**src/tic_pkg.sv**
```systemverilog
// ============================================================================
// Tensor index/coordinate conversion package
// Shared constants, register indexes and pipeline control types for the
// flat index to coordinate converter.
// ============================================================================
package tic_pkg;

   // Default shape limits, handed to the top level as parameter defaults.
   localparam int MAX_RANK_DEF   = 6;
   localparam int DIM_BITS_DEF   = 16;
   localparam int INDEX_BITS_DEF = 32;

   // Width of the rank register.
   localparam int RANK_BITS = 3;

   // Register indexes on the configuration port.
   localparam int REG_RANK     = 0;
   localparam int REG_DIM_BASE = 1;

   // Conversion direction carried with every request.
   typedef enum logic [0:0] {
      FUNC_FOLD  = 1'b0,   // coordinates to flat index
      FUNC_SPLIT = 1'b1    // flat index to coordinates
   } func_type;

   // Control travelling down the chain beside the payload.
   typedef struct packed {
      logic     valid;
      func_type func;
      logic     flag;
   } ctl_type;

endpackage

```
**src/tic_div_cell.sv**
```systemverilog
// ============================================================================
// Division step cell
// One restoring long-division step: shifts one dividend bit into the
// remainder held in the coordinate slot of its dimension and produces one
// quotient bit. A row of these splits the flat index by one dimension size.
// ============================================================================
module tic_div_cell #(
   parameter int MAX_RANK   = tic_pkg::MAX_RANK_DEF,
   parameter int DIM_BITS   = tic_pkg::DIM_BITS_DEF,
   parameter int INDEX_BITS = tic_pkg::INDEX_BITS_DEF,
   parameter int DIM        = 0
) (
   input  logic                               clock,
   input  logic                               reset,
   input  logic                               en,
   input  logic                               active,
   input  logic [DIM_BITS-1:0]                divisor,
   input  tic_pkg::ctl_type                   src_ctl,
   input  logic [INDEX_BITS-1:0]              src_value,
   input  logic [MAX_RANK-1:0][DIM_BITS-1:0]  src_coords,
   output tic_pkg::ctl_type                   dst_ctl,
   output logic [INDEX_BITS-1:0]              dst_value,
   output logic [MAX_RANK-1:0][DIM_BITS-1:0]  dst_coords
);
   import tic_pkg::*;

   ctl_type                              ctl_ff, ctl_in;
   logic [INDEX_BITS-1:0]                value_ff, value_in;
   logic [MAX_RANK-1:0][DIM_BITS-1:0]    coords_ff, coords_in;
   logic [DIM_BITS:0]                    trial;
   logic [DIM_BITS:0]                    diff;
   logic                                 take;

   always_comb begin
      ctl_in    = src_ctl;
      value_in  = src_value;
      coords_in = src_coords;
      // The remainder stays below the divisor, so the trial fits one extra bit.
      trial = {src_coords[DIM], src_value[INDEX_BITS-1]};
      diff  = trial - {1'b0, divisor};
      take  = (trial >= {1'b0, divisor});
      if (src_ctl.valid && (src_ctl.func == FUNC_SPLIT) && active) begin
         value_in       = {src_value[INDEX_BITS-2:0], take};
         coords_in[DIM] = take ? diff[DIM_BITS-1:0] : trial[DIM_BITS-1:0];
      end
   end

   always_ff @(posedge clock) begin
      if (reset) begin
         ctl_ff.valid <= 1'b0;
      end else if (en) begin
         ctl_ff <= ctl_in;
      end
   end

   always_ff @(posedge clock) begin
      if (en) begin
         value_ff  <= value_in;
         coords_ff <= coords_in;
      end
   end

   assign dst_ctl    = ctl_ff;
   assign dst_value  = value_ff;
   assign dst_coords = coords_ff;

endmodule

```
**config.mk**
```make
export PLATFORM = sky130hd
export DESIGN_NAME = tic_div_cell
export DESIGN_NICKNAME = d
export VERILOG_FILES = /design/src/tic_pkg.sv /design/src/tic_div_cell.sv
export SDC_FILE = /design/constraint.sdc
export NUM_CORES = 1
export LEC_CHECK = 0
export BUFFER_PORTS_ARGS = -buffer_cell sky130_fd_sc_hd__buf_2
export CORE_ASPECT_RATIO = 2
export CORE_MARGIN = 2
export CORE_UTILIZATION = 50
export DETAILED_ROUTE_END_ITERATION = 12
export PLACE_DENSITY = 0.84
export SYNTH_ARGS = -nofsm -noshare
export SYNTH_HDL_FRONTEND = slang
export SYNTH_SLANG_ARGS = --single-unit
```
**constraint.sdc**
```tcl
create_clock -name clock -period 4.7 [get_ports clock]
set_input_delay 0.705 -clock clock [delete_from_list [all_inputs] [get_ports clock]]
set_output_delay 0.705 -clock clock [all_outputs]
set_load 0.02 [all_outputs]
```
# Word-level counts from Yosys, hierarchy flattened
# Index checks and enable logic that the tools add are counted.
# Widths: inputs -> output; s select.
[op_classes] addsub=1 bitwise_logic=1 reduce_logical=3 n_mux=3 order_cmp=1
[op_table] op="$mux 16" count=2
[op_table] op="$mux 32" count=1
[op_table] op="$ge 17x16->1" count=1
[op_table] op="$sub 16x16->16" count=1
[op_table] op="$logic_and 1x1->1" count=2
[op_table] op="$reduce_and 2->1" count=1
[op_table] op="$not 1->1" count=1
[word_totals] register_bits=131 in_bits=151 word_cells=19 out_inout_bits=131

# Depth between registers and ports, before layout
[logic_depth] ltp_word=3 mapped_depth=11

# Least setup slack after synthesis
# Ideal clock, no wire load.
[synth_path] path_kind="input -> register" from="input src_value[31]" to="register coords_ff (netlist bit dst_coords[12]), data pin" path_slack_ps=1949 arrival_ps=2484 path_buffers=0 path_stages=10 cell_sequence="inv_1 -> ha_1 -> inv_1 -> fa_1 -> a21o_1 -> a221o_2 -> a31oi_1 -> mux2i_1 -> xnor2_1 -> o31ai_1"
[synth_lines] element="from (decl)" line_no="tic_div_cell.sv:19" source="input logic [INDEX_BITS-1:0] src_value,"
[synth_lines] element="to (signal assigned)" line_no="tic_div_cell.sv:59" source="coords_ff <= coords_in;"
[synth_lines] element="to (decl)" line_no="tic_div_cell.sv:29" source="logic [MAX_RANK-1:0][DIM_BITS-1:0] coords_ff, coords_in;"

==> impl_summary.log <==
[metrics] result of the run: finished, final reports clean
[metrics] width of the die: 80.2 um
[metrics] sum of internal, switching and leakage power: 3.27 mW
[metrics] number of storage elements in the synthesis netlist: 131
[metrics] Synth Area in Simple Gates: 13.8%
[metrics] worst hold start: src_coords[47]
[metrics] leakage power summed over all cells: 3.60 nW
[metrics] prevailing post-synth register cell: edfxtp_1
[metrics] most instantiated library cell after synthesis: edfxtp_1
[metrics] overall die height: 156 um
[metrics] number of buffers inserted to repair setup after CTS: 0
[metrics] register-to-register setup slack: 4.10 ns
[metrics] last weighted congestion value of the routability-driven placer: 0.911
[metrics] clock tree from TritonCTS: built
[metrics] Pre-antenna DRT Iters: 5
[metrics] Overflow after GRT: 0
[metrics] RSZ-0062 raised after global routing: no
[metrics] per-cell via count in the routed design: 5.27
[metrics] Synth Area in Adders: 3.79%
[metrics] buffers added on ports: 281
[metrics] worst IR drop on VDD: 0.388 mV
[metrics] portion of netlist area occupied by mux cells: 0.905%
[metrics] Cell Area, Placed: 7290 sq um
[metrics] Slew Limit Fails: 0
[metrics] final count of negative-setup-slack endpoints: 0
[metrics] maximum fanout count along the critical path: 17
[metrics] slew at the pin closest to its max-slew limit: 0.989 ns
[metrics] core footprint: 11,300 sq um
[metrics] clock net sink count: 131
[metrics] Cells after Synth: 455
[metrics] worst reg2reg path endpoint: dst_ctl[2]
[metrics] WL/cell: 18.6 um
[metrics] total wire length after detailed routing: 16,600 um
[metrics] per-instance average area after synthesis: 12.8 sq um
[metrics] clock-pin slew of the registers on the worst-case setup and hold paths: 0.07 ns
[metrics] Slew HR: 34.1%
[metrics] PD cells: 414 nW/um^2
[metrics] number of max-cap violations: 0
[metrics] crit path time final: 2.72 ns
[metrics] area of the mapped netlist: 5810 sq um
[metrics] clock latency on the worst-skew pair: 0.40 ns
[metrics] worst stage delay on the critical path: 0.70 ns
[metrics] cells along the critical path: buf_2 -> ha_1 -> a21o_1 -> a31oi_4 -> a21oi_2 -> o31ai_4 -> a211o_2 -> a31oi_1
[metrics] xor/xnor share of the synthesized area: 1.21%
[metrics] Data required, critical path: 4.81 ns
[metrics] worst min path class: in -> reg
[metrics] root buffer selected by CTS: clkbuf_16
[metrics] H-tree lvl count: 4
[metrics] net total in the final layout: 904
[metrics] proportion of register bits with asynchronous set or reset after synthesis: 0%
[metrics] initial DRC count: 235
[metrics] area of the die: 12,500 sq um
[metrics] DR vias: 4,712
[metrics] hold-critical path depth: 1
[metrics] row cnt: 55
[metrics] cell types with the largest area share after synthesis: edfxtp_1 (67%), nand2_1 (7.2%), ha_1 (3.4%)
[metrics] endpoint kind of the worst setup timing path: flop
[metrics] Worst Path Arrival: 2.83 ns
[metrics] cell type of the slowest stage on the worst timing path: o31ai_4
[metrics] Setup Skew: 0 ns
[metrics] worst-case reg-to-reg path depth: 2
[metrics] filler cell count: 861
[metrics] combinational family with the most area after synthesis: simple AND/OR/NAND/NOR gates
[metrics] Buffers & Inverters on Critical Path: 1
[metrics] library cell with the largest summed area after synthesis: edfxtp_1
[metrics] maximum number of pins on one net before global-route repair: 79
[metrics] antenna-violating nets left: 0
[metrics] Reg-to-Reg Start: dst_ctl[2]
[metrics] Final Hold Violating Endpoints: 0
[metrics] worst hold endpoint: dst_coords[47]
[metrics] finished layout cell area: 7900 sq um
[metrics] total number of yosys warnings: 0
[metrics] number of I/O pins: 282
[metrics] TritonCTS buffer count: 17
[metrics] HPWL after detailed placement: 12,600 um
[metrics] area share of the leading cell type in the synthesized netlist: 67.2%
[metrics] sequential fraction of the synthesis area: 67.6%
[metrics] global-route wire length before repair: 24,700 um
[metrics] period utilization: 57.8%
[metrics] post-synthesis net count: 623
[metrics] commonest cells in the synthesized netlist: edfxtp_1 (130), nand2_1 (111), nor2_1 (22), inv_1 (21)
[metrics] aggregate negative setup slack: 0 ns
[metrics] Synth cell types: 55
[metrics] Top Family by Delay on Critical Path: compound AO/OA/AOI/OAI gates
[metrics] area fraction in compound gates after synthesis: 9.20%
[metrics] area added between synthesis and finish: 36.0%
[metrics] Max Root-Sink Buffers: 2
[metrics] Hold-fix buffers, CTS: 0
[metrics] ratio of cells with drive above 1 in the final layout: 44.3%
[metrics] count of flip-flops with a built-in enable after synthesis: 130
[metrics] WS Path Type: in -> reg
[metrics] initial cell density of the core: 51.4%
[metrics] DRC violation count after routing: 0
[metrics] timing-limited maximum frequency: 0.368 GHz
[metrics] CP startpoint kind: primary input
[metrics] Resize count post-CTS: 0
[metrics] Crit. path cell count: 8
[metrics] Global Route Usage Sum: 26.7%
[metrics] initial antenna violation count: 2
[metrics] vias in the first global route: 4,705
## where the power goes
group | leakage [nW] | switching [mW] | internal, mW
combinational | 2.03 | 0.341 | 0.189
clock | 0.282 | 0.521 | 0.798
sequential | 1.28 | 0.0251 | 1.40
total | 3.60 | 0.887 | 2.38
## cell type report
| type | instances | area [sq um] | area share [%] |
|---|---|---|---|
| clock inverters | 14 | 166 | 2.11 |
| inverters | 21 | 78.8 | 0.998 |
| flip-flops and latches | 131 | 3920 | 49.7 |
| clock buffers | 18 | 429 | 5.43 |
| repair buffers | 282 | 1430 | 18.1 |
| multi-input cells | 283 | 1680 | 21.3 |
| well taps | 142 | 178 | 2.25 |
| diodes | 3 | 7.51 | 0.0951 |
## per-layer routing
layer	share of wire, %	up-vias	track usage, %	routed length, um
met5	0.16	-	0	27
met4	3.3	4	11.2	547
met3	8.3	36	8.36	1380
met2	55	264	49.4	9180
met1	33	2173	26.5	5460
li1	-	2235	-	-
## how the worst max path moves through the flow
stage,from,end,slack [ns]
3_3_place_gp,src_coords[3],dst_coords[7],1.62
4_1_cts,src_coords[3],dst_coords[11],1.98
3_5_place_dp,src_coords[3],dst_coords[7],1.56
2_1_floorplan,src_value[31],dst_coords[12],1.95
6_report,src_coords[3],dst_coords[7],1.98
5_1_grt,src_coords[3],dst_coords[7],1.82
## cells by family after synthesis
kind of cell    after synthesis
simple gates                182
flops                       131
compound gates               71
buf+inv                      41
fa+ha+maj                    17
xor+xnor                      8
mux                           5
## sequential cells by signal (all words and copies together), names as in the netlist
| register | cells |
|---|---|
| dst_ctl | 3 |
| dst_coords | 96 |
| dst_value | 32 |
## through the flow
step / setup slack [ns] / utilization [%] / std cells / hold slack [ns]
floorplan: 1.95 / - / 455 / 0.579
global placement: 1.62 / 64.6 / 859 / 0.470
detailed placement: 1.56 / 64.6 / 859 / 0.495
CTS: 1.98 / 69.9 / 891 / 0.450
global route: 1.82 / 69.9 / 891 / 0.452
finish: 1.98 / 70.0 / 894 / 0.470
## placed cells by master (no fill, tap or decap), types with 5 or more instances in the layout
master and n:
o21ai_0 12, buf_2 280, nor2_1 22, a31oi_1 6, inv_1 21, a21oi_1 11
o211ai_1 8, inv_6 5, ha_1 16, clkbuf_16 17, nand2_1 111, xnor2_1 6
a21o_1 6, nor3_1 5, nand3_1 15, edfxtp_1 130, nand4_1 9
(Power assumes the default switching activity.)
