### src/tic_pkg.sv
// ============================================================================
// Tensor index/coordinate conversion package
// Shared constants, register indexes and pipeline control types for the
// flat index to coordinate converter.
// ============================================================================
package tic_pkg;

   // Default shape limits, handed to the top level as parameter defaults.
   localparam int MAX_RANK_DEF   = 6;
   localparam int DIM_BITS_DEF   = 16;
   localparam int INDEX_BITS_DEF = 32;

   // Width of the rank register.
   localparam int RANK_BITS = 3;

   // Register indexes on the configuration port.
   localparam int REG_RANK     = 0;
   localparam int REG_DIM_BASE = 1;

   // Conversion direction carried with every request.
   typedef enum logic [0:0] {
      FUNC_FOLD  = 1'b0,   // coordinates to flat index
      FUNC_SPLIT = 1'b1    // flat index to coordinates
   } func_type;

   // Control travelling down the chain beside the payload.
   typedef struct packed {
      logic     valid;
      func_type func;
      logic     flag;
   } ctl_type;

endpackage

### src/tic_fold_cell.sv
// ============================================================================
// Horner step cell
// One step of folding coordinates into a flat index: adds coordinate K to
// the running index, registers, then multiplies by the size of the next
// faster dimension and registers again, raising the flag on overflow.
// ============================================================================
module tic_fold_cell #(
   parameter int MAX_RANK   = tic_pkg::MAX_RANK_DEF,
   parameter int DIM_BITS   = tic_pkg::DIM_BITS_DEF,
   parameter int INDEX_BITS = tic_pkg::INDEX_BITS_DEF,
   parameter int K          = 0
) (
   input  logic                               clock,
   input  logic                               reset,
   input  logic                               en,
   input  logic [DIM_BITS-1:0]                factor,
   input  tic_pkg::ctl_type                   src_ctl,
   input  logic [INDEX_BITS-1:0]              src_value,
   input  logic [MAX_RANK-1:0][DIM_BITS-1:0]  src_coords,
   output tic_pkg::ctl_type                   dst_ctl,
   output logic [INDEX_BITS-1:0]              dst_value,
   output logic [MAX_RANK-1:0][DIM_BITS-1:0]  dst_coords
);
   import tic_pkg::*;

   localparam int PROD_BITS = INDEX_BITS + DIM_BITS;

   ctl_type                              mid_ctl_ff, mid_ctl_in;
   logic [INDEX_BITS-1:0]                mid_value_ff, mid_value_in;
   logic [MAX_RANK-1:0][DIM_BITS-1:0]    mid_coords_ff;
   ctl_type                              ctl_ff, ctl_in;
   logic [INDEX_BITS-1:0]                value_ff, value_in;
   logic [MAX_RANK-1:0][DIM_BITS-1:0]    coords_ff;
   logic [INDEX_BITS:0]                  sum;
   logic [PROD_BITS-1:0]                 prod;

   // Addition stage.
   always_comb begin
      mid_ctl_in   = src_ctl;
      mid_value_in = src_value;
      sum = {1'b0, src_value} + (INDEX_BITS + 1)'(src_coords[K]);
      if (src_ctl.valid && (src_ctl.func == FUNC_FOLD)) begin
         mid_value_in    = sum[INDEX_BITS-1:0];
         mid_ctl_in.flag = src_ctl.flag | sum[INDEX_BITS];
      end
   end

   // Multiplication stage.
   always_comb begin
      ctl_in   = mid_ctl_ff;
      value_in = mid_value_ff;
      prod = PROD_BITS'(mid_value_ff) * PROD_BITS'(factor);
      if (mid_ctl_ff.valid && (mid_ctl_ff.func == FUNC_FOLD)) begin
         value_in    = prod[INDEX_BITS-1:0];
         ctl_in.flag = mid_ctl_ff.flag | (|prod[PROD_BITS-1:INDEX_BITS]);
      end
   end

   always_ff @(posedge clock) begin
      if (reset) begin
         mid_ctl_ff.valid <= 1'b0;
         ctl_ff.valid     <= 1'b0;
      end else if (en) begin
         mid_ctl_ff <= mid_ctl_in;
         ctl_ff     <= ctl_in;
      end
   end

   always_ff @(posedge clock) begin
      if (en) begin
         mid_value_ff  <= mid_value_in;
         mid_coords_ff <= src_coords;
         value_ff      <= value_in;
         coords_ff     <= mid_coords_ff;
      end
   end

   assign dst_ctl    = ctl_ff;
   assign dst_value  = value_ff;
   assign dst_coords = coords_ff;

endmodule

### config.mk
export PLATFORM = sky130hd
export DESIGN_NAME = tic_fold_cell
export DESIGN_NICKNAME = d
export VERILOG_FILES = /design/src/tic_pkg.sv /design/src/tic_fold_cell.sv
export SDC_FILE = /design/constraint.sdc
export NUM_CORES = 1
export LEC_CHECK = 0
export BUFFER_PORTS_ARGS = -buffer_cell sky130_fd_sc_hd__buf_2
export CAP_MARGIN = 20
export CORE_ASPECT_RATIO = 1.1
export CORE_MARGIN = 5
export CORE_UTILIZATION = 38
export CTS_CLUSTER_SIZE = 30
export DETAILED_ROUTE_END_ITERATION = 10
export PLACE_DENSITY = 0.58
export SLEW_MARGIN = 20
export SYNTH_ARGS = -nofsm -noshare
export SYNTH_HDL_FRONTEND = slang
export SYNTH_SLANG_ARGS = --single-unit
### constraint.sdc
create_clock -name clock -period 9.4 [get_ports clock]
set_clock_uncertainty 0.2 [all_clocks]
set_input_delay 1.41 -clock clock [delete_from_list [all_inputs] [get_ports clock]]
set_output_delay 1.41 -clock clock [all_outputs]
set_load 0.01 [all_outputs]
**Yosys cells after proc, flatten, opt, wreduce, memory -nomap -nowiden**

Cells that the tools add are included.

- Flip-flop bits (word level): 262
- Latch bits: 0
- RAM bits: 0
- Memory bits (read-only): 0
- Input port bits: 150
- Output and inout bits: 131
- Word-level logic and storage cells: 35
- Memories: 0

- Add/sub/neg operators: 1
- Multiply operators: 1
- Divide/modulo/power cells: 0
- Order comparisons: 0
- Eq/ne operators: 0
- Shift-type cells: 0
- Mux-type cells: 4
- Bitwise operators: 5
- Reduce and logical (&&, ||, !) cells: 4

Operators with widths:

| operator | number |
|---|---|
| two-way mux 32 bit | 2 |
| multiplier 32 x 16 -> 48 bit | 1 |
| adder 32 x 16 -> 33 bit | 1 |
| OR reduction 16 bit | 1 |
| inverter 1 bit | 3 |
| logical AND 1 bit | 2 |
| two-way mux 1 bit | 2 |
| OR 1 bit | 2 |
| AND reduction 2 bit | 1 |

**Logic depth before layout (Yosys ltp)**

Gate-level depths: netlist of the first run.

- Depth after elaboration: 4
- Mapped depth: 26
- Gate-level depth less buffers: 24

**Worst setup path after synthesis of the first run**

OpenSTA, ideal clock, no wires.

- Path type: in2reg
- From: input factor[1]
- To: register ctl_ff, in the netlist dst_ctl[0] (data pin)
- Setup time: 0.272 ns
- Arrival time: 6.956 ns
- Path slack: 1.972 ns
- Stages: 22
- Cell sequence: clkbuf_1 > nand2_1 > fa_1 > fa_1 > fa_1 > fa_1 > inv_1 > fa_1 > inv_1 > fa_1 > inv_1 > ha_1 > nand2_2 > o21ai_0 > a21oi_1 > o211ai_1 > a21oi_1 > o211a_1 > mux2i_1 > o2111ai_1 > nor3_1 > a41oi_2

RTL lines:

| what | line | source |
|---|---|---|
| start: declaration | tic_fold_cell.sv:16 | `input logic [DIM_BITS-1:0] factor,` |
| end signal: assignment | tic_fold_cell.sv:65 | `ctl_ff <= ctl_in;` |
| end: declaration | tic_fold_cell.sv:31 | `ctl_type ctl_ff, ctl_in;` |

==> metrics, run 1 <==
Synth Flop Type=edfxtp_1; number of distinct library cells after synthesis=64; routed length per instance=20.0 um; sequential area share after synthesis=0.305; post_cts resized=0; Final Cycle Share=0.835; global-route wire length before repair=roughly 110000 um; Reg2Reg Depth=21; Setup crit end=dst_ctl[0]; # fillers=~6400; Layout area overhead=11.9%; arrival time at the worst endpoint=between 7 and 8 ns; Synth area leaders=fa_1 33%, edfxtp_1 30%, ha_1 6.6%, and2_1 6.6%, inv_1 6.1%; Top-Level Pins=about 280; Period minus WS final=around 7.9 ns; Num CTS Buffers=27; vias in the first global route=approximately 20000; CTS H-Tree Depth=1; multi-input logic area=15900 sq um; fraction of registers with async set/reset=0; Setup Viol. Count Final=0; HP Class=reg -> reg; Fin Setup TNS=0 ns; antenna-violating nets left=0; gpl congestion=0.905; unrepaired setup endpoints after global routing=no; setup bufs post-CTS=0; Die W=258 um; hold slack final=~0.21 ns; R2R Path Start=mid_value_ff[16]; Synth Warn #=0; Routed WL=~70000 um; final count of pins violating max slew=0; Synth top area share=0.326; outcome=finished, final reports clean; clk buf depth=3; FF/Latch Area=between 7000 and 8000 sq um; Critical Path Source Type=primary input; Crit. End Element=register; clock root buffer=clkbuf_16; CTS tree=built; WS Path Type=in -> reg; CTS clock-pin slew for the worst setup and hold paths=around 0.080 ns; All-Layer GR Usage=0.190; Initial Util=0.382; CTS Sinks=between 200 and 300; count of final hold-check violations=0; R2R Path End=dst_ctl[0]; CP Max Fanout=32; Reg2Reg Setup Slack=1.92 ns; highest clock rate=between 100 and 150 MHz; drc violations=0; Hold Buf Count CTS=0; slew margin rel.=0.266; row cnt=100; CP required=around 9.5 ns; Worst-Margin Slew=between 1 and 1.5 ns; Skew-Pair Late Insertion Delay=0.56 ns; cell count after synthesis=about 2400; PortBufs=280; mean post-synth cell area=approximately 11 sq um; hpwl dp=between 50000 and 60000 um; Die Footprint=72900 sq um; critical path launch point=factor[1]; most frequent cell after synthesis=fa_1; list of most frequent post-synthesis cells=419 x fa_1, 417 x inv_1, 333 x nand2_1; fin nets=~3300; number of flops mapped to enable cells by yosys=260; syn_nets=between 3000 and 4000; Vias/cell=~5.0; layout cells sized above 1=0.136; synthesized area=25700 sq um; Max-Cap Viols=0; DR iter-0 viols=~1000; FF+latch count, synth=about 260; largest net degree at the start of global routing=roughly 140; Die Y=283 um; gr ovfl total=0; router iterations before antenna repair=7; initial antenna violation count=6; core area=67300 sq um; Yosys top cell by area=fa_1; via count=between 15000 and 20000
-- metrics by stage --
| step | instance area (sq um) | util | cells | setup WS [ns] |
|---|---|---|---|---|
| after floorplan | 25700 | - | 2377 | 1.97 |
| after global placement | 27900 | 0.414 | 3423 | 0.962 |
| after detailed placement | 27900 | 0.414 | 3423 | 0.984 |
| after CTS | 28700 | 0.427 | 3471 | 1.58 |
| after global routing | 28700 | 0.427 | 3473 | 1.19 |
| final | 28700 | 0.427 | 3475 | 1.55 |
-- worst min path at each step --
stage                     slack (ns)  cells after the start              start             end
after global placement          0.20                      0  mid_coords_ff[44]  dst_coords[44]
after CTS                       0.21                      0  mid_coords_ff[21]  dst_coords[21]
after detailed placement        0.20                      0  mid_coords_ff[28]  dst_coords[28]
final                           0.21                      0  mid_coords_ff[21]  dst_coords[21]
after floorplan                 0.20                      0   mid_coords_ff[0]   dst_coords[0]
after global routing            0.23                      0  mid_coords_ff[54]  dst_coords[54]
-- area by class of cell --
type | instances | share of cell area
Multi-Input combinational cell | 1587 | 0.552
Sequential cell | 262 | 0.273
Inverter | 418 | 0.0546
Timing Repair Buffer | 290 | 0.0523
Tap cell | 867 | 0.0377
Clock buffer | 31 | 0.0240
Clock inverter | 17 | 0.00631
Antenna cell | 3 | 0.000261
-- placed cells by master (no fill, tap or decap), types with 10 or more instances in the layout --
cell type and count:
xnor2_1 47, nand4_1 14, o21ai_0 69, a21oi_1 68
edfxtp_1 260, a21o_1 27, ha_1 136, clkbuf_16 27
buf_2 279, nand2_1 333, inv_1 417, nor2_1 38
xor2_1 21, and3_1 10, and2_1 270, nand3_1 21
fa_1 419
-- sequential cells by signal, summed over array words and instances (netlist names) --
register       count
dst_coords        96
dst_ctl            3
mid_coords_ff     96
mid_value_ff      32
ctl_in             2
mid_ctl_ff         1
dst_value         32
-- cells by family (layout without fill, tap and decap cells) --
family | Yosys count | after routing | share of synthesized area
XOR/XNOR | 68 | 68 | 0.0232
other | 0 | 3 | 0
flip-flops | 262 | 262 | 0.305
AO/OA/AOI/OAI | 231 | 231 | 0.0578
buffers and inverters | 528 | 756 | 0.0774
AND/OR/NAND/NOR | 724 | 724 | 0.140
adder cells (fa/ha/maj) | 555 | 555 | 0.393
multiplexers | 9 | 9 | 0.00370
-- critical path, cell delays in order --
cell and delay [ns]:
buf_2 0.59, nand2_1 0.18, fa_1 0.55, fa_1 0.51, fa_1 0.51, inv_1 0.06
fa_1 0.47, fa_1 0.59, inv_1 0.07, fa_1 0.48, inv_1 0.05, ha_1 0.47
nand3_1 0.20, nor3_1 0.20, nand3_1 0.13, a211oi_2 0.40, nor2_1 0.11, o221ai_1 0.31
xnor2_1 0.16, o2111ai_1 0.11, nor3_1 0.23, a41oi_2 0.13
-- routing by layer --
metal  track usage  part of all wire
met1         0.246              0.40
met5             0           0.00019
met2         0.339              0.51
met3        0.0248             0.051
met4        0.0523             0.031
Power of run 1 is left out: the tool's default activity adds up to more than one toggle a clock period on the data nets, which glitch-free logic cannot reach.
==> inputs of run 2 (changes only) <==
==> constraint.sdc (replaced) <==
create_clock -name clock -period 7.63 [get_ports clock]
set_clock_uncertainty 0.2 [all_clocks]
set_input_delay 1.1445 -clock clock [delete_from_list [all_inputs] [get_ports clock]]
set_output_delay 1.1445 -clock clock [all_outputs]
set_load 0.01 [all_outputs]
==> run 2 against run 1 <==
Net effect: cell count grew 3.0%; register-to-register slack lost 1.5 ns; first-iteration DRC count shrank 9.1%; global-route usage shrank 0.40 points; via count grew 1.6%; wire length shrank 1.5%; hold slack gained 0.0022 ns; non-clock buffer count grew 103; die area is the same; sequential share of layout area shrank 0.82 points.
==> metrics, run 2 (same netlist as run 1, synthesis figures left out) <==
CTS clock-pin slew for the worst setup and hold paths=0.08 ns (about the same); vias in the first global route=19700 (+0.66%); final worst slack=0.450 ns (-1.10 ns); Final Non-Filler Cells=3579 (+3.0%); max incr delay on CP=0.89 ns (+0.30 ns); hold slack final=0.209 ns (+0.00220 ns); drc violations=0 (unchanged); CP required=7.75 ns (-1.74 ns); core area=67300 sq um (unchanged); row cnt=100 (unchanged); PortBufs=280 (unchanged); outcome=finished, final reports clean; layout cells sized above 1=0.167 (+0.0311); CTS Sinks=262 (unchanged); global-route wire length before repair=108000 um (-1.8%); arrival time at the worst endpoint=7.30 ns (-0.64 ns); CP Max Fanout=17 (-47%); crit-path cells=nand2_1 -> fa_1 -> fa_1 -> fa_1 -> inv_1 -> fa_1 -> fa_1 -> inv_1 -> fa_1 -> inv_1 -> ha_1 -> a21oi_1 -> a21oi_1 -> a211oi_1 -> a211oi_2 -> buf_4 -> nor2_1 -> o221ai_1 -> buf_4 -> a221oi_2 -> xnor2_1 -> nor3_1 -> a41oi_2; Crit. End Element=register; DP Cell Count=3527 (+3.0%); Die Footprint=72900 sq um (unchanged); clk buf depth=3 (unchanged); unrepaired setup endpoints after global routing=no; hpwl dp=55700 um (+4.5%); Top-Level Pins=281 (unchanged); highest clock rate=~140 MHz; slew margin rel.=0.279 (+0.0130); All-Layer GR Usage=0.186 (-0.00403); Critical Path Source Type=register; FF/Latch Area=7850 sq um (unchanged); routed length per instance=19.1 um (-4.3%); Die Y=283 um (unchanged); setup bufs post-CTS=0 (unchanged); DP Worst Slack=-0.0421 ns (-1.03 ns); Num CTS Buffers=26 (-3.7%); largest net degree at the start of global routing=118 (-17%); DR iter-0 viols=946 (-9.1%); initial antenna violation count=9 (+3); most frequent cells in the layout=419 x fa_1, 417 x inv_1, 333 x nand2_1, 279 x buf_2, 270 x and2_1; CTS tree=built; Vias/cell=4.98 (-1.3%); Routed WL=68300 um (-1.5%); CTS H-Tree Depth=1 (unchanged); Hold Buf Count CTS=0 (unchanged); Setup Viol. Count Final=0 (unchanged); Layout area overhead=15.3%; post_cts resized=0 (unchanged); fin nets=3393 (+3.1%); WS Path Type=reg -> reg; router iterations before antenna repair=5 (-2); count of final hold-check violations=0 (unchanged); clock root buffer=clkbuf_16; Final Cycle Share=0.941; gpl congestion=0.882 (-2.6%); antenna-violating nets left=0 (unchanged); via count=17800 (+1.6%); Initial Util=0.382 (unchanged); Top cell by count, worst path=fa_1; Skew-Pair Late Insertion Delay=0.58 ns (+0.02 ns); Worst-Margin Slew=1.08 ns (-0.0195 ns); final count of pins violating max slew=0 (unchanged); Period minus WS final=approximately 7 ns; CP max-delay cell=edfxtp_1; # fillers=6353 (-1.0%); most common cell after layout, fill and taps aside=fa_1; Die W=258 um (unchanged); Max-Cap Viols=0 (unchanged); HP Class=reg -> reg; gr ovfl total=0 (unchanged); multi-input logic area=15900 sq um (about the same)
## run 2: routing by layer
| layer | wire length [um] | GRT usage | up-vias |
|---|---|---|---|
| li1 | - | - | 8080 |
| met1 | 27200 | 0.233 | 9122 |
| met2 | 35400 | 0.333 | 487 |
| met3 | 3280 | 0.0265 | 143 |
| met4 | 2490 | 0.0604 | 0 |
| met5 | 0 | 0 | - |
## run 2: final timing paths
| path | start | to | slack [ns] | cells after the start |
|---|---|---|---|---|
| setup / recovery | mid_value_ff[12] | dst_ctl[0] | 0.45 | 23 |
| hold reg to reg | mid_coords_ff[30] | dst_coords[30] | 0.21 | 0 |
| setup reg to reg | mid_value_ff[12] | dst_ctl[0] | 0.45 | 23 |
| hold / removal | mid_coords_ff[30] | dst_coords[30] | 0.21 | 0 |
## run 2: stage by stage
stage / TNS [ns] / instance area [sq um] / utilization
5_1_grt: 0 / 29600 / 0.440
6_report: 0 / 29600 / 0.440
4_1_cts: 0 / 29600 / 0.440
2_1_floorplan: 0 / 25700 / -
3_5_place_dp: -0.0421 / 28800 / 0.428
3_3_place_gp: -0.0155 / 28800 / 0.427
## run 2: final cells by class
| type | instances | area share |
|---|---|---|
| antenna | 5 | 0.000422 |
| clock buffer | 27 | 0.0221 |
| clock inverter | 20 | 0.00638 |
| inverter | 418 | 0.0529 |
| multi-input combinational | 1587 | 0.535 |
| sequential | 262 | 0.265 |
| tap | 867 | 0.0366 |
| timing repair buffer | 393 | 0.0813 |
## run 2: critical path: cells and delay by family (launching register included)
kind / cells / cell delay [ns]
fa+ha+maj: 7 / 3.40
compound gates: 7 / 1.27
buf+inv: 5 / 0.47
flops: 1 / 0.89
xor+xnor: 1 / 0.10
simple gates: 3 / 0.56
Power of run 2 is left out for the same reason.
==> inputs of run 3 (changes only) <==
--- a/config.mk
+++ b/config.mk
@@ -12,7 +12,7 @@
 export CORE_UTILIZATION = 38
 export CTS_CLUSTER_SIZE = 30
 export DETAILED_ROUTE_END_ITERATION = 10
-export PLACE_DENSITY = 0.58
+export PLACE_DENSITY = 0.62
 export SLEW_MARGIN = 20
 export SYNTH_ARGS = -nofsm -noshare
 export SYNTH_HDL_FRONTEND = slang
==> run 3 against run 2 <==
Net effect: sequential cell count unchanged; wire length grew 0.19%; non-clock buffer count fell by 2; count of clock-buffer cells in the layout rose by 4; die area unchanged; sequential share of layout area barely moved.
==> metrics, run 3 (same netlist as run 1, synthesis figures left out) <==
Worst-Margin Slew=0.955 ns (-0.126 ns); CP required=7.74 ns (about the same); final worst slack=0.416 ns (-0.0337 ns); gr ovfl total=0 (unchanged); routed length per instance=19.1 um (+0.13%); hold path depth=0 (unchanged); Critical Path Source Type=primary input; final count of pins violating max slew=0 (unchanged); Routed WL=68400 um (+0.19%); HP Class=reg -> reg; largest net degree at the start of global routing=175 (+48%); vias in the first global route=19600 (-0.64%); critical path launch point=factor[1]; Final Non-Filler Cells=3581 (+0.056%); Reg2Reg Depth=22 (-4.3%); Num CTS Buffers=27 (+3.8%); Layout area overhead=15.5%; Die Footprint=72900 sq um (unchanged); core area=67300 sq um (unchanged); Crit. End Element=register; setup bufs post-CTS=0 (unchanged); CTS H-Tree Depth=1 (unchanged); Max-Cap Viols=0 (unchanged); drc violations=0 (unchanged); Reg2Reg Setup Slack=0.49 ns (+0.04 ns); router iterations before antenna repair=7 (+2); highest clock rate=139 MHz (-0.47%); CTS Sinks=262 (unchanged); Period minus WS final=7.21 ns (+0.0337 ns); PortBufs=280 (unchanged); Setup Viol. Count Final=0 (unchanged); slew margin rel.=0.363 (+0.0839); clock root buffer=clkbuf_16; via count=17800 (-0.36%); DR iter-0 viols=879 (-7.1%); Die W=258 um (unchanged); Top-Level Pins=281 (unchanged); Vias/cell=4.96 (-0.42%); fin nets=3392 (-0.029%); count of final hold-check violations=0 (unchanged); All-Layer GR Usage=0.189 (+0.00304); DP Worst Slack=-0.128 ns (-0.0864 ns); CTS clock-pin slew for the worst setup and hold paths=0.06 ns (-0.02 ns); Hold Path End=dst_coords[14]; DP Cell Count=3525 (-0.057%); arrival time at the worst endpoint=7.32 ns (+0.02 ns); CP Max Fanout=17 (unchanged); gpl congestion=0.923 (+4.6%); R2R Path Start=mid_value_ff[11]; WS Path Type=in -> reg; most frequent cells in the layout=419 x fa_1, 417 x inv_1, 333 x nand2_1, 279 x buf_2, 270 x and2_1; unrepaired setup endpoints after global routing=no; Die Y=283 um (unchanged); CTS tree=built; outcome=finished, final reports clean; post_cts resized=0 (unchanged); Skew-Pair Late Insertion Delay=0.57 ns (about the same); R2R Path End=dst_ctl[0]; Initial Util=0.382 (unchanged); hpwl dp=56200 um (+0.96%); most common cell after layout, fill and taps aside=fa_1; hold path start=mid_coords_ff[14]; global-route wire length before repair=109000 um (+1.7%); hold slack final=0.204 ns (-0.00515 ns); clk buf depth=3 (unchanged); Hold Buf Count CTS=0 (unchanged); Final Cycle Share=0.945 (+0.00441); row cnt=100 (unchanged); initial antenna violation count=12 (+3); layout cells sized above 1=0.168 (+0.000677); antenna-violating nets left=0 (unchanged)
[run 3: worst max-delay path by stage]
stage                            end  slack, ns  cells past startpoint
after global routing      dst_ctl[0]       0.05                     22
after global placement    dst_ctl[0]      -0.04                     23
after floorplan           dst_ctl[0]       0.47                     22
final                     dst_ctl[0]       0.42                     22
after CTS                 dst_ctl[0]       0.44                     22
after detailed placement  dst_ctl[0]      -0.13                     22
[run 3: area by class of cell]
| cell class | instances | area (sq um) |
|---|---|---|
| Clock inverter | 19 | 225 |
| Multi-Input combinational cell | 1587 | 15900 |
| Inverter | 418 | 1570 |
| Timing Repair Buffer | 391 | 2380 |
| Antenna cell | 6 | 15.0 |
| Sequential cell | 262 | 7850 |
| Fill cell | 6308 | 37600 |
| Tap cell | 867 | 1080 |
| Clock buffer | 31 | 691 |
[run 3: layer usage]
layer / wire, um / vias up / share of wire / GRT usage
li1: - / 8067 / - / -
met1: 27900 / 9010 / 0.41 / 0.244
met2: 33700 / 547 / 0.49 / 0.323
met3: 4530 / 133 / 0.066 / 0.0418
met4: 2200 / 10 / 0.032 / 0.0549
met5: 69 / - / 0.0010 / 0
[run 3: metrics by stage]
| step | cell area [sq um] | util | setup TNS, ns |
|---|---|---|---|
| detailed placement | 28700 | 0.427 | -0.202 |
| global route | 29700 | 0.441 | 0 |
| floorplan | 25700 | - | 0 |
| CTS | 29700 | 0.441 | 0 |
| global placement | 28700 | 0.427 | -0.0397 |
| finish | 29700 | 0.441 | 0 |
[run 3: critical path, stage by stage]
cell and delay, ns:
buf_2 0.36, buf_12 0.19, nand2_1 0.07, fa_1 0.52
fa_1 0.52, fa_1 0.52, inv_1 0.06, fa_1 0.50
fa_1 0.51, inv_1 0.05, fa_1 0.48, inv_1 0.04
ha_1 0.30, a21oi_1 0.22, o21ai_0 0.17, a221oi_1 0.42
o22ai_1 0.18, o31ai_1 0.34, mux2i_1 0.23, nand4_1 0.11
nor3_1 0.21, a41oi_2 0.14
Power of run 3 is left out for the same reason.
